===== src/rtl/kahan_compensated_dot_product_unit_macros.svh =====
`ifndef KAHAN_COMPENSATED_DOT_PRODUCT_UNIT_MACROS_SVH
`define KAHAN_COMPENSATED_DOT_PRODUCT_UNIT_MACROS_SVH

// Same-cycle implication, sampled on i_clk, off while i_rst_n is low.
`define KCDP_ASSERT_NOW(lbl, ante, cons, msg) \
    lbl: assert property (@(posedge i_clk) disable iff (!i_rst_n) (ante) |-> (cons)) \
        else $error(msg);

// Next-cycle implication.
`define KCDP_ASSERT_NEXT(lbl, ante, cons, msg) \
    lbl: assert property (@(posedge i_clk) disable iff (!i_rst_n) (ante) |=> (cons)) \
        else $error(msg);

`endif


===== src/rtl/kcdp_pkg.sv =====
`default_nettype none

package kcdp_pkg;

    typedef logic [2:0] t_op;

    localparam t_op OP_MUL  = 3'd0;
    localparam t_op OP_TSUB = 3'd1;
    localparam t_op OP_SADD = 3'd2;
    localparam t_op OP_DSUB = 3'd3;
    localparam t_op OP_CSUB = 3'd4;

    localparam logic [63:0] CANON_NAN = 64'h7FF8_0000_0000_0000;

    typedef struct packed {
        logic [63:0] x_bits;
        logic [63:0] y_bits;
        logic        last_element;
    } t_item;

    // value = mant * 2^(expo - 1023 - 104), expo signed
    typedef struct packed {
        logic         valid;
        logic         sign;
        logic [13:0]  expo;
        logic [105:0] mant;
        logic         spec;
        logic [63:0]  spec_bits;
    } t_rnd_req;

    typedef struct packed {
        logic idle;
        logic item_last;
    } t_back_stat;

    function automatic logic [6:0] lzc106(input logic [105:0] m);
        logic [6:0] n;
        n = 7'd106;
        for (int i = 0; i < 106; i++) begin
            if (m[i]) n = 7'(105 - i);
        end
        return n;
    endfunction

endpackage

`default_nettype wire


===== src/rtl/kcdp_queue.sv =====
`default_nettype none

module kcdp_queue #(
    parameter int DEPTH = 4
) (
    input  wire logic                         i_clk,
    input  wire logic                         i_rst_n,
    input  wire kcdp_pkg::t_item              i_item,
    input  wire logic                         i_valid,
    output logic                              o_ready,
    output kcdp_pkg::t_item                   o_item,
    output logic                              o_valid,
    input  wire logic                         i_ready,
    output logic [$clog2(DEPTH + 1) - 1:0]    o_count
);
    import kcdp_pkg::*;

    localparam int PW = $clog2(DEPTH);
    localparam int CW = $clog2(DEPTH + 1);

    t_item           r_mem [DEPTH];
    logic [PW - 1:0] r_wp;
    logic [PW - 1:0] r_rp;
    logic [CW - 1:0] r_cnt;
    logic            push;
    logic            pop;

    assign o_ready = (r_cnt != CW'(DEPTH));
    assign o_valid = (r_cnt != '0);
    assign o_item  = r_mem[r_rp];
    assign o_count = r_cnt;
    assign push    = i_valid && o_ready;
    assign pop     = o_valid && i_ready;

    always_ff @(posedge i_clk) begin
        if (push) begin
            r_mem[r_wp] <= i_item;
        end
    end

    always_ff @(posedge i_clk) begin
        if (!i_rst_n) begin
            r_wp  <= '0;
            r_rp  <= '0;
            r_cnt <= '0;
        end else begin
            if (push) begin
                r_wp <= (r_wp == PW'(DEPTH - 1)) ? '0 : r_wp + 1'b1;
            end
            if (pop) begin
                r_rp <= (r_rp == PW'(DEPTH - 1)) ? '0 : r_rp + 1'b1;
            end
            if (push && !pop) begin
                r_cnt <= r_cnt + 1'b1;
            end else if (pop && !push) begin
                r_cnt <= r_cnt - 1'b1;
            end
        end
    end

endmodule

`default_nettype wire


===== config.mk =====
export PLATFORM = sky130hd
export DESIGN_NAME = kcdp_queue
export DESIGN_NICKNAME = d
export VERILOG_FILES = /design/src/rtl/kahan_compensated_dot_product_unit_macros.svh /design/src/rtl/kcdp_pkg.sv /design/src/rtl/kcdp_queue.sv
export SDC_FILE = /design/constraint.sdc
export NUM_CORES = 1
export LEC_CHECK = 0
export BUFFER_PORTS_ARGS = -buffer_cell sky130_fd_sc_hd__clkbuf_2
export CORE_MARGIN = 2
export CORE_UTILIZATION = 59
export CTS_BUF_LIST = sky130_fd_sc_hd__clkbuf_4
export CTS_CLUSTER_DIAMETER = 100
export DETAILED_ROUTE_END_ITERATION = 7
export GPL_TIMING_DRIVEN = 0
export PLACE_DENSITY = 0.85
export SYNTH_ARGS = -nofsm -noshare
export SYNTH_HDL_FRONTEND = slang
export SYNTH_SLANG_ARGS = --single-unit

===== constraint.sdc =====
create_clock -name i_clk -period 3.75 [get_ports i_clk]
set_input_delay 0.1875 -clock i_clk [delete_from_list [all_inputs] [get_ports i_clk]]
set_output_delay 0.1875 -clock i_clk [all_outputs]
set_load 0.05 [all_outputs]

==> results of run 1 <==
==> final timing paths <==
kind	start	endpoint	slack, ns
worst max register to register	o_count[1]	o_count[2]	1.02
worst min register to register	r_rp[1]	r_rp[1]	0.57
worst min-delay path	i_item[88]	r_mem[2][88]	0.13
worst max-delay path	flop	o_item[1]	0.59
==> cell type report <==
type	count	area share
diodes	2	0.000208
plain buffers	30	0.00941
clock buffers	185	0.0577
clock inverters	20	0.00686
inverters	3	0.000468
multi-input cells	166	0.133
flip-flops and latches	525	0.651
well taps	402	0.0209
repair buffers	407	0.120
==> power groups by stage <==
stage	Combinational, uW	Clock [uW]	Sequential [uW]
6_report	5390	4590	7280
5_1_grt	5630	5000	7310
4_1_cts	5380	4630	7260
3_5_place_dp	5250	0	7380
3_3_place_gp	5100	0	7410
2_1_floorplan	3930	0	7410
==> per-layer routing <==
layer,GRT usage,vias to the layer above,share of wire
li1,-,4295,-
met1,0.301,5098,0.36
met2,0.419,447,0.53
met4,0.127,0,0.035
met3,0.0705,102,0.074
met5,0,-,0
==> registers in the layout, indices dropped and copies added (netlist names), named ones only <==
signal   count
r_rp         2
o_count      3
r_mem      516
r_wp         2
==> through the flow <==
step | total power (uW) | hold WS, ns | worst slack, ns
floorplan | 11300 | 0.286 | 0.573
global placement | 12500 | 0.401 | -0.151
detailed placement | 12600 | 0.407 | 1.18
CTS | 17300 | 0.0669 | 0.513
global route | 17900 | 0.0970 | 0.466
finish | 17300 | 0.134 | 0.590
==> kinds of logic (layout without fill, tap and decap cells) <==
kind of cell               Yosys count  count (layout)  synth area share
DFF                                525             525             0.821
muxes                              131             131             0.153
buffers and inverters               33             645            0.0124
and+or+nand+nor                     20              20           0.00616
adders and majority gates            7               7           0.00498
AOI/OAI and AO/OA                    6               6           0.00183
xor gates and xnor gates             2               2          0.000917
other                                0               2                 0
==> synthesized netlist by cell type (all sizes together) <==
library cell  number  share of area
nand4              1        0.00033
edfxtp           516           0.81
dfxtp              9         0.0094
o21ai              4         0.0010
fa                 1         0.0010
xnor2              1        0.00046
and3               4         0.0016
mux4             129           0.15
clkbuf             3        0.00059
or3b               1        0.00046
inv                3        0.00059
and2               2        0.00079
nand3              2        0.00052
o31ai              1        0.00039
ha                 6         0.0039
mux2i              2         0.0010
a21boi             1        0.00039
nor2b              1        0.00033
xor2               1        0.00046
or3                2        0.00079
nand2              5        0.00098
buf               27          0.011
nor2               2        0.00039
==> what timing repair did <==
action,4_1_cts,5_1_grt
hold endpoints to repair,529,0
endpoints found under the setup margin,0,0
hold buffers,133,0
==> results.cfg, run 1 <==
[global_routing]
grtUsageTotal = 0.250
grt_pass1_vias = 10896
gr-total-overflow = 0
grt_max_degree = 58
grt_pass1_wl_microns = 61100
antenna_found_initial = 1

[place]
io_buffers = 266
postPlaceCellArea_sq_mm = 0.0212
dp_cells = 1400
hpwl_microns = 22600
gp_congestion = 0.723

[timing]
slew_headroom = 0.340
max_freq_mhz = 317
setup_viol = 0
rsz0062_at_grt = no
setup_tns_ns = 0
drv_slew = 0
worst_pin_slew_ns = 0.990
finalHoldViolCount = 0
fin_crit_ns = 3.16
post-route-period-util = 0.843
fin_worst_skew_ns = 0.0657

[clock_network]
cts_root_buf = clkbuf_4
post_cts_resized = 0
htreeDepth = 4
clk_pin_slew_ns = 0.06
clk_latency_ns = 0.82
cts_setup_buffers = 0
cts_buffers = 133
clock_sinks = 525
cts_tree = yes
clock_path_buffers = 3

[cells_and_area]
multi_input_comb_area_sq_mm = 0.00321
drive_above_1_share = 0.473
final_util = 0.759
final_area_sq_mm = 0.0241
layout.nets = 1406
ff_latch_area_sq_mm = 0.0157
final_cells = 1740
most-common-layout-cells = edfxtp_1, clkbuf_2, clkbuf_4
fillers = 1656
area_growth_pct = 26.0
final_common_cell = edfxtp_1

[critical_path]
worst_ep_arrival_time_ns = 2.97
critical_path.max_fanout = 10
cp-start-kind = flop
max_stage_delay_ns = 0.74
cp.depth = 4
required_ns = 3.56
worstSetupPathType = flop to output pin
cp_slowest_cell = clkbuf_1
critPathBufInv = 3
reg2regPathDepth = 7
critPathCaptureType = output pin
path_cells = clkbuf_1 > buf_2 > mux4_2 > clkbuf_2
cp_top_family = buffers and inverters

[power]
ir_drop_mv = 0.682
clock_power_share = 0.266
p_comb_frac = 0.312
power_switching_uw = 6050
seq_power_share = 0.422
powerDensity_mw_per_mm2 = 717
power.internal_uw = 11200
p_leak_uw = 0.00846
swShare = 0.350

[synth]
ys_seq_area_frac = 0.821
ys_ff_latch = 525
ys_types = 27
postSynthAreaPerCell_sq_um = 26.4
syn_area_sq_mm = 0.0191
synth_warnings = 0
synth_nets = 864
netlist_instances = 724

[routing]
dr.first_iter.drc_count = 746
avgRoutedWirePerCell_microns = 23.5
vias = 9942
ant_nets = 0
finalWirelength_microns = 40900
dr.pass1.iters = 6
remaining_drc_errors = 0
viasPerCell = 5.71

[run_status]
status = finished, final reports clean

[floorplan]
start_util = 0.602
fp-row-count = 65
die-area_sq_mm = 0.0338
die_y_microns = 184
die_w_microns = 184
core_sq_mm = 0.0317
ioPinCount = 267

[flow_run]
max_cap_viol_count = 0

[worst_hold_path]
holdCritPathClass = input pin to flop
whs_path_depth = 2
Power figures use the tool's default switching activity.
==> run 2, diff against run 1 <==
clock period = 3 ns   (was 3.75 ns; I/O delays follow)
==> run 2 against run 1 <==
First-iteration DRC count up 0.13%; largest power group unchanged; critical endpoint is now o_count[2]; hold slack got worse by 0.037 ns; non-clock buffer count unchanged; combinational power grew 25%.
==> results.cfg, run 2 (synthesis gave the netlist of run 1 again) <==
[critical_path]
path_cells = o31ai_1 > ha_1 > inv_1 > fa_1 > xor2_1 > or3_2 > a21boi_0
reg2regPathDepth = 7
worst_ep_arrival_time_ns = 3.48
cp.depth = 7
worstSetupPathType = flop to flop
cp_slowest_cell = o31ai_1
cp_top_family = compound AO/OA/AOI/OAI gates
critical_path.max_fanout = 6
cp-start-kind = flop
required_ns = 3.75
critPathBufInv = 1
max_stage_delay_ns = 0.66
r2r_slack_ns = 0.27
critPathCaptureType = flop

[global_routing]
antenna_found_initial = 1
use_met3 = 0.0705
gr-total-overflow = 0
grtUsageTotal = 0.250
grtUsageMet2 = 0.419
grt_pass1_wl_microns = 61100
grt_pass1_vias = 10896
gr-usage-met1 = 0.301
grt_max_degree = 58
grt_busiest_layer = met2

[cells_and_area]
final_common_cell = edfxtp_1
fillers = 1655
final_area_sq_mm = 0.0241
ff_latch_area_sq_mm = 0.0157
multi_input_comb_area_sq_mm = 0.00321
drive_above_1_share = 0.474
most-common-layout-cells = edfxtp_1, clkbuf_2, clkbuf_4
top_register = r_mem
area_growth_pct = 26.0
layout.nets = 1406
largest_register_ffs = 516

[timing]
worst_pin_slew_ns = 0.713
fin_hold_ws_ns = 0.0971
finalHoldViolCount = 0
max_freq_mhz = 367
slew_headroom = 0.521
drv_slew = 0
setup_ws_ns = 0.273
post-route-period-util = 0.909
rsz0062_at_grt = no
fin_worst_skew_ns = 0.0643
setup_viol = 0
fin_crit_ns = 2.73
setup_tns_ns = 0

[routing]
dr.first_iter.drc_count = 747
dr.pass1.iters = 6
remaining_drc_errors = 0
vias = 9944
finalWirelength_microns = 40900
avgRoutedWirePerCell_microns = 23.5
viasPerCell = 5.71
ant_nets = 0

[floorplan]
start_util = 0.602
core_sq_mm = 0.0317
die_y_microns = 184
die_w_microns = 184
fp-row-count = 65
die-area_sq_mm = 0.0338
ioPinCount = 267

[flow_run]
max_cap_viol_count = 0

[clock_network]
htreeDepth = 4
clk_latency_ns = 0.82
cts_root_buf = clkbuf_4
cts_tree = yes
clock_sinks = 525
clk_pin_slew_ns = 0.07
cts_buffers = 133
clock_path_buffers = 3

[power]
p_leak_uw = 0.00847
power.internal_uw = 14000
seq_power_share = 0.422
swShare = 0.350
powerDensity_mw_per_mm2 = 897
ir_drop_mv = 0.850
p_comb_frac = 0.312
clock_power_share = 0.266
power_switching_uw = 7560

[place]
hpwl_microns = 22600
place_ws_ns = 0.433
postPlaceCellArea_sq_mm = 0.0212
gp_congestion = 0.723
io_buffers = 266

[worst_hold_path]
whs_path_depth = 2
holdCritPathClass = input pin to flop

[run_status]
status = finished, final reports clean
## run 2: cell types whose count changed in the layout (fill, tap and decap cells not counted)
cell / previous run / this run
clkbuf_1: 3 / 2
clkbuf_2: 266 / 267
## run 2: worst paths after layout
kind              startpoint      endpoint
setup reg to reg  o_count[1]    o_count[2]
hold reg to reg      r_rp[1]       r_rp[1]
hold / removal    i_item[88]  r_mem[2][88]
setup / recovery  o_count[1]    o_count[2]
## run 2: power groups by stage
stage | clock [uW] | combinational, uW | sequential, uW
after global routing | 6250 | 7040 | 9140
final | 5740 | 6730 | 9100
after detailed placement | 0 | 6560 | 9230
after global placement | 0 | 6370 | 9260
after floorplan | 0 | 4920 | 9260
after CTS | 5790 | 6730 | 9080
## run 2: cell type report
cell class | instances | area share
Antenna cell | 2 | 0.000208
Buffer | 30 | 0.00946
Clock buffer | 185 | 0.0577
Clock inverter | 20 | 0.00686
Inverter | 3 | 0.000468
Multi-Input combinational cell | 166 | 0.133
Sequential cell | 525 | 0.651
Tap cell | 402 | 0.0209
Timing Repair Buffer | 407 | 0.120
## run 2: routing by layer
| layer | share of wire | up-vias |
|---|---|---|
| li1 | - | 4295 |
| met1 | 0.37 | 5103 |
| met2 | 0.53 | 444 |
| met3 | 0.073 | 102 |
| met4 | 0.035 | 0 |
| met5 | 0 | - |
## run 2: through the flow
step	power, uW	utilization	cells
6_report	21600	0.759	1740
5_1_grt	22400	0.759	1740
4_1_cts	21600	0.759	1738
3_5_place_dp	15800	0.668	1400
3_3_place_gp	15600	0.660	1392
2_1_floorplan	14200	-	724
## run 2: worst reg2reg max path, delay by kind of cell, from the launching register on
kind                       cells  cell delay [ns]
adders and majority gates      2             0.75
DFF                            1             0.39
buffers and inverters          1             0.09
and+or+nand+nor                1             0.42
AOI/OAI and AO/OA              2             0.82
xor gates and xnor gates       1             0.19
## run 2: repair_timing
item,CTS,global route
gates resized for setup,1,0
endpoints found under the setup margin,100,0
endpoints found under the hold margin,578,0
hold buffers,133,0
buffers inserted,0,0
==> run 3, diff against run 2 <==
SETUP_SLACK_MARGIN = 0.3   (was default)
==> run 3 against run 2 <==
Power is 0.20% higher; largest power group unchanged; via count hardly changed; worst setup slack better by 0.083 ns; first-iteration DRC count is 7.9% lower; combinational power is 0.7% higher.
==> results.cfg, run 3 (synthesis gave the netlist of run 1 again) <==
[global_routing]
grt_max_degree = 58
gr-total-overflow = 0
grt_pass1_vias = 10892
antenna_found_initial = 1
grt_pass1_wl_microns = 60900
grtUsageTotal = 0.249

[flow_run]
max_cap_viol_count = 0

[worst_hold_path]
whs_path_depth = 2
holdCritPathClass = input pin to flop
min-delay-start = i_item[66]

[critical_path]
critPathCaptureType = flop
r2r-end = o_count[2]
worstSetupPathType = flop to flop
required_ns = 3.75
worst_ep_arrival_time_ns = 3.39
critical_path.max_fanout = 7
reg2regPathDepth = 9
crit_end = o_count[2]
cp-start-kind = flop
r2r_start = o_count[1]
r2r_slack_ns = 0.36
startpoint = o_count[1]

[power]
fin_total_pwr_uw = 21600
ir_drop_mv = 0.901
p_leak_uw = 0.00846
p_comb_frac = 0.314
swShare = 0.350
power_switching_uw = 7560
seq_power_share = 0.421
clock_power_share = 0.265
powerDensity_mw_per_mm2 = 897
power.internal_uw = 14100

[cells_and_area]
drive_above_1_share = 0.475
area_growth_pct = 26.2
final_cells = 1740
top_register = r_mem
layout.nets = 1406
final_area_sq_mm = 0.0241
final_common_cell = edfxtp_1
most-common-layout-cells = edfxtp_1, clkbuf_2, clkbuf_4
largest_register_ffs = 516
final_util = 0.760

[place]
dp_cells = 1400
io_buffers = 266
hpwl_microns = 22600
gp_congestion = 0.723
postPlaceCellArea_sq_mm = 0.0212

[routing]
finalWirelength_microns = 40800
ant_nets = 0
vias = 9936
avgRoutedWirePerCell_microns = 23.4
dr.first_iter.drc_count = 688
dr.pass1.iters = 5
viasPerCell = 5.71
remaining_drc_errors = 0

[floorplan]
fp-row-count = 65
die_y_microns = 184
start_util = 0.602
ioPinCount = 267
die_w_microns = 184
core_sq_mm = 0.0317
die-area_sq_mm = 0.0338

[clock_network]
cts_buffers = 133
cts_root_buf = clkbuf_4
cts_tree = yes
clk_pin_slew_ns = 0.07
cts_setup_buffers = 0
clock_sinks = 525
htreeDepth = 4
clk_latency_ns = 0.83
clock_path_buffers = 3

[timing]
post-route-period-util = 0.881
drv_slew = 0
setup_viol = 0
max_freq_mhz = 378
fin_crit_ns = 2.64
setup_tns_ns = 0
finalHoldViolCount = 0
rsz0062_at_grt = yes
worst_pin_slew_ns = 0.666
fin_worst_skew_ns = 0.0659
slew_headroom = 0.556

[run_status]
status = finished, final reports clean
run 3: layer usage:
layer	share of wire	track usage	vias to the layer above
met3	0.076	0.0735	90
met5	0	0	-
met4	0.033	0.117	0
met1	0.37	0.298	5058
met2	0.53	0.421	488
li1	-	-	4300
run 3: how the worst min path moves through the flow:
stage | slack [ns] | to
finish | 0.09 | r_mem[1][66]
CTS | 0.03 | r_mem[0][29]
detailed placement | 0.37 | r_mem[0][100]
global route | 0.04 | r_mem[1][66]
floorplan | 0.25 | r_mem[0][0]
global placement | 0.36 | r_mem[1][114]
run 3: final cells by class:
type	count	area, sq um
buffer	30	262
clock buffer	185	1390
fill	1643	7610
multi-input combinational	166	3210
sequential	525	15700
clock inverter	20	165
inverter	3	11.3
antenna	2	5.00
tap	402	503
timing repair buffer	407	2880
run 3: timing repair:
| item | in CTS | in global routing |
|---|---|---|
| resized for setup | 4 | 55 |
| hold buffers | 133 | 0 |
| setup endpoints to repair | 102 | 113 |
| hold endpoints to repair | 578 | 0 |
run 3: power groups by stage:
stage	Sequential, uW	Clock [uW]	Combinational, uW
global placement	9260	0	6370
finish	9110	5740	6780
floorplan	9260	0	4920
CTS	9080	5790	6740
global route	9150	6250	7080
detailed placement	9230	0	6560
run 3: metrics by stage:
step / worst slack, ns / hold slack [ns]
CTS: 0.285 / 0.0294
finish: 0.356 / 0.0855
global placement: -0.901 / 0.363
detailed placement: 0.433 / 0.369
global route: 0.273 / 0.0382
floorplan: -0.177 / 0.249
run 3: worst max-delay path, cell delays in order (launching register included):
cell      delay (ns)
dfxtp_1         0.48
or3b_1          0.19
buf_6           0.13
and2_4          0.17
ha_1            0.23
inv_1           0.08
fa_1            0.43
xor2_1          0.20
or3_2           0.43
a21boi_0        0.21
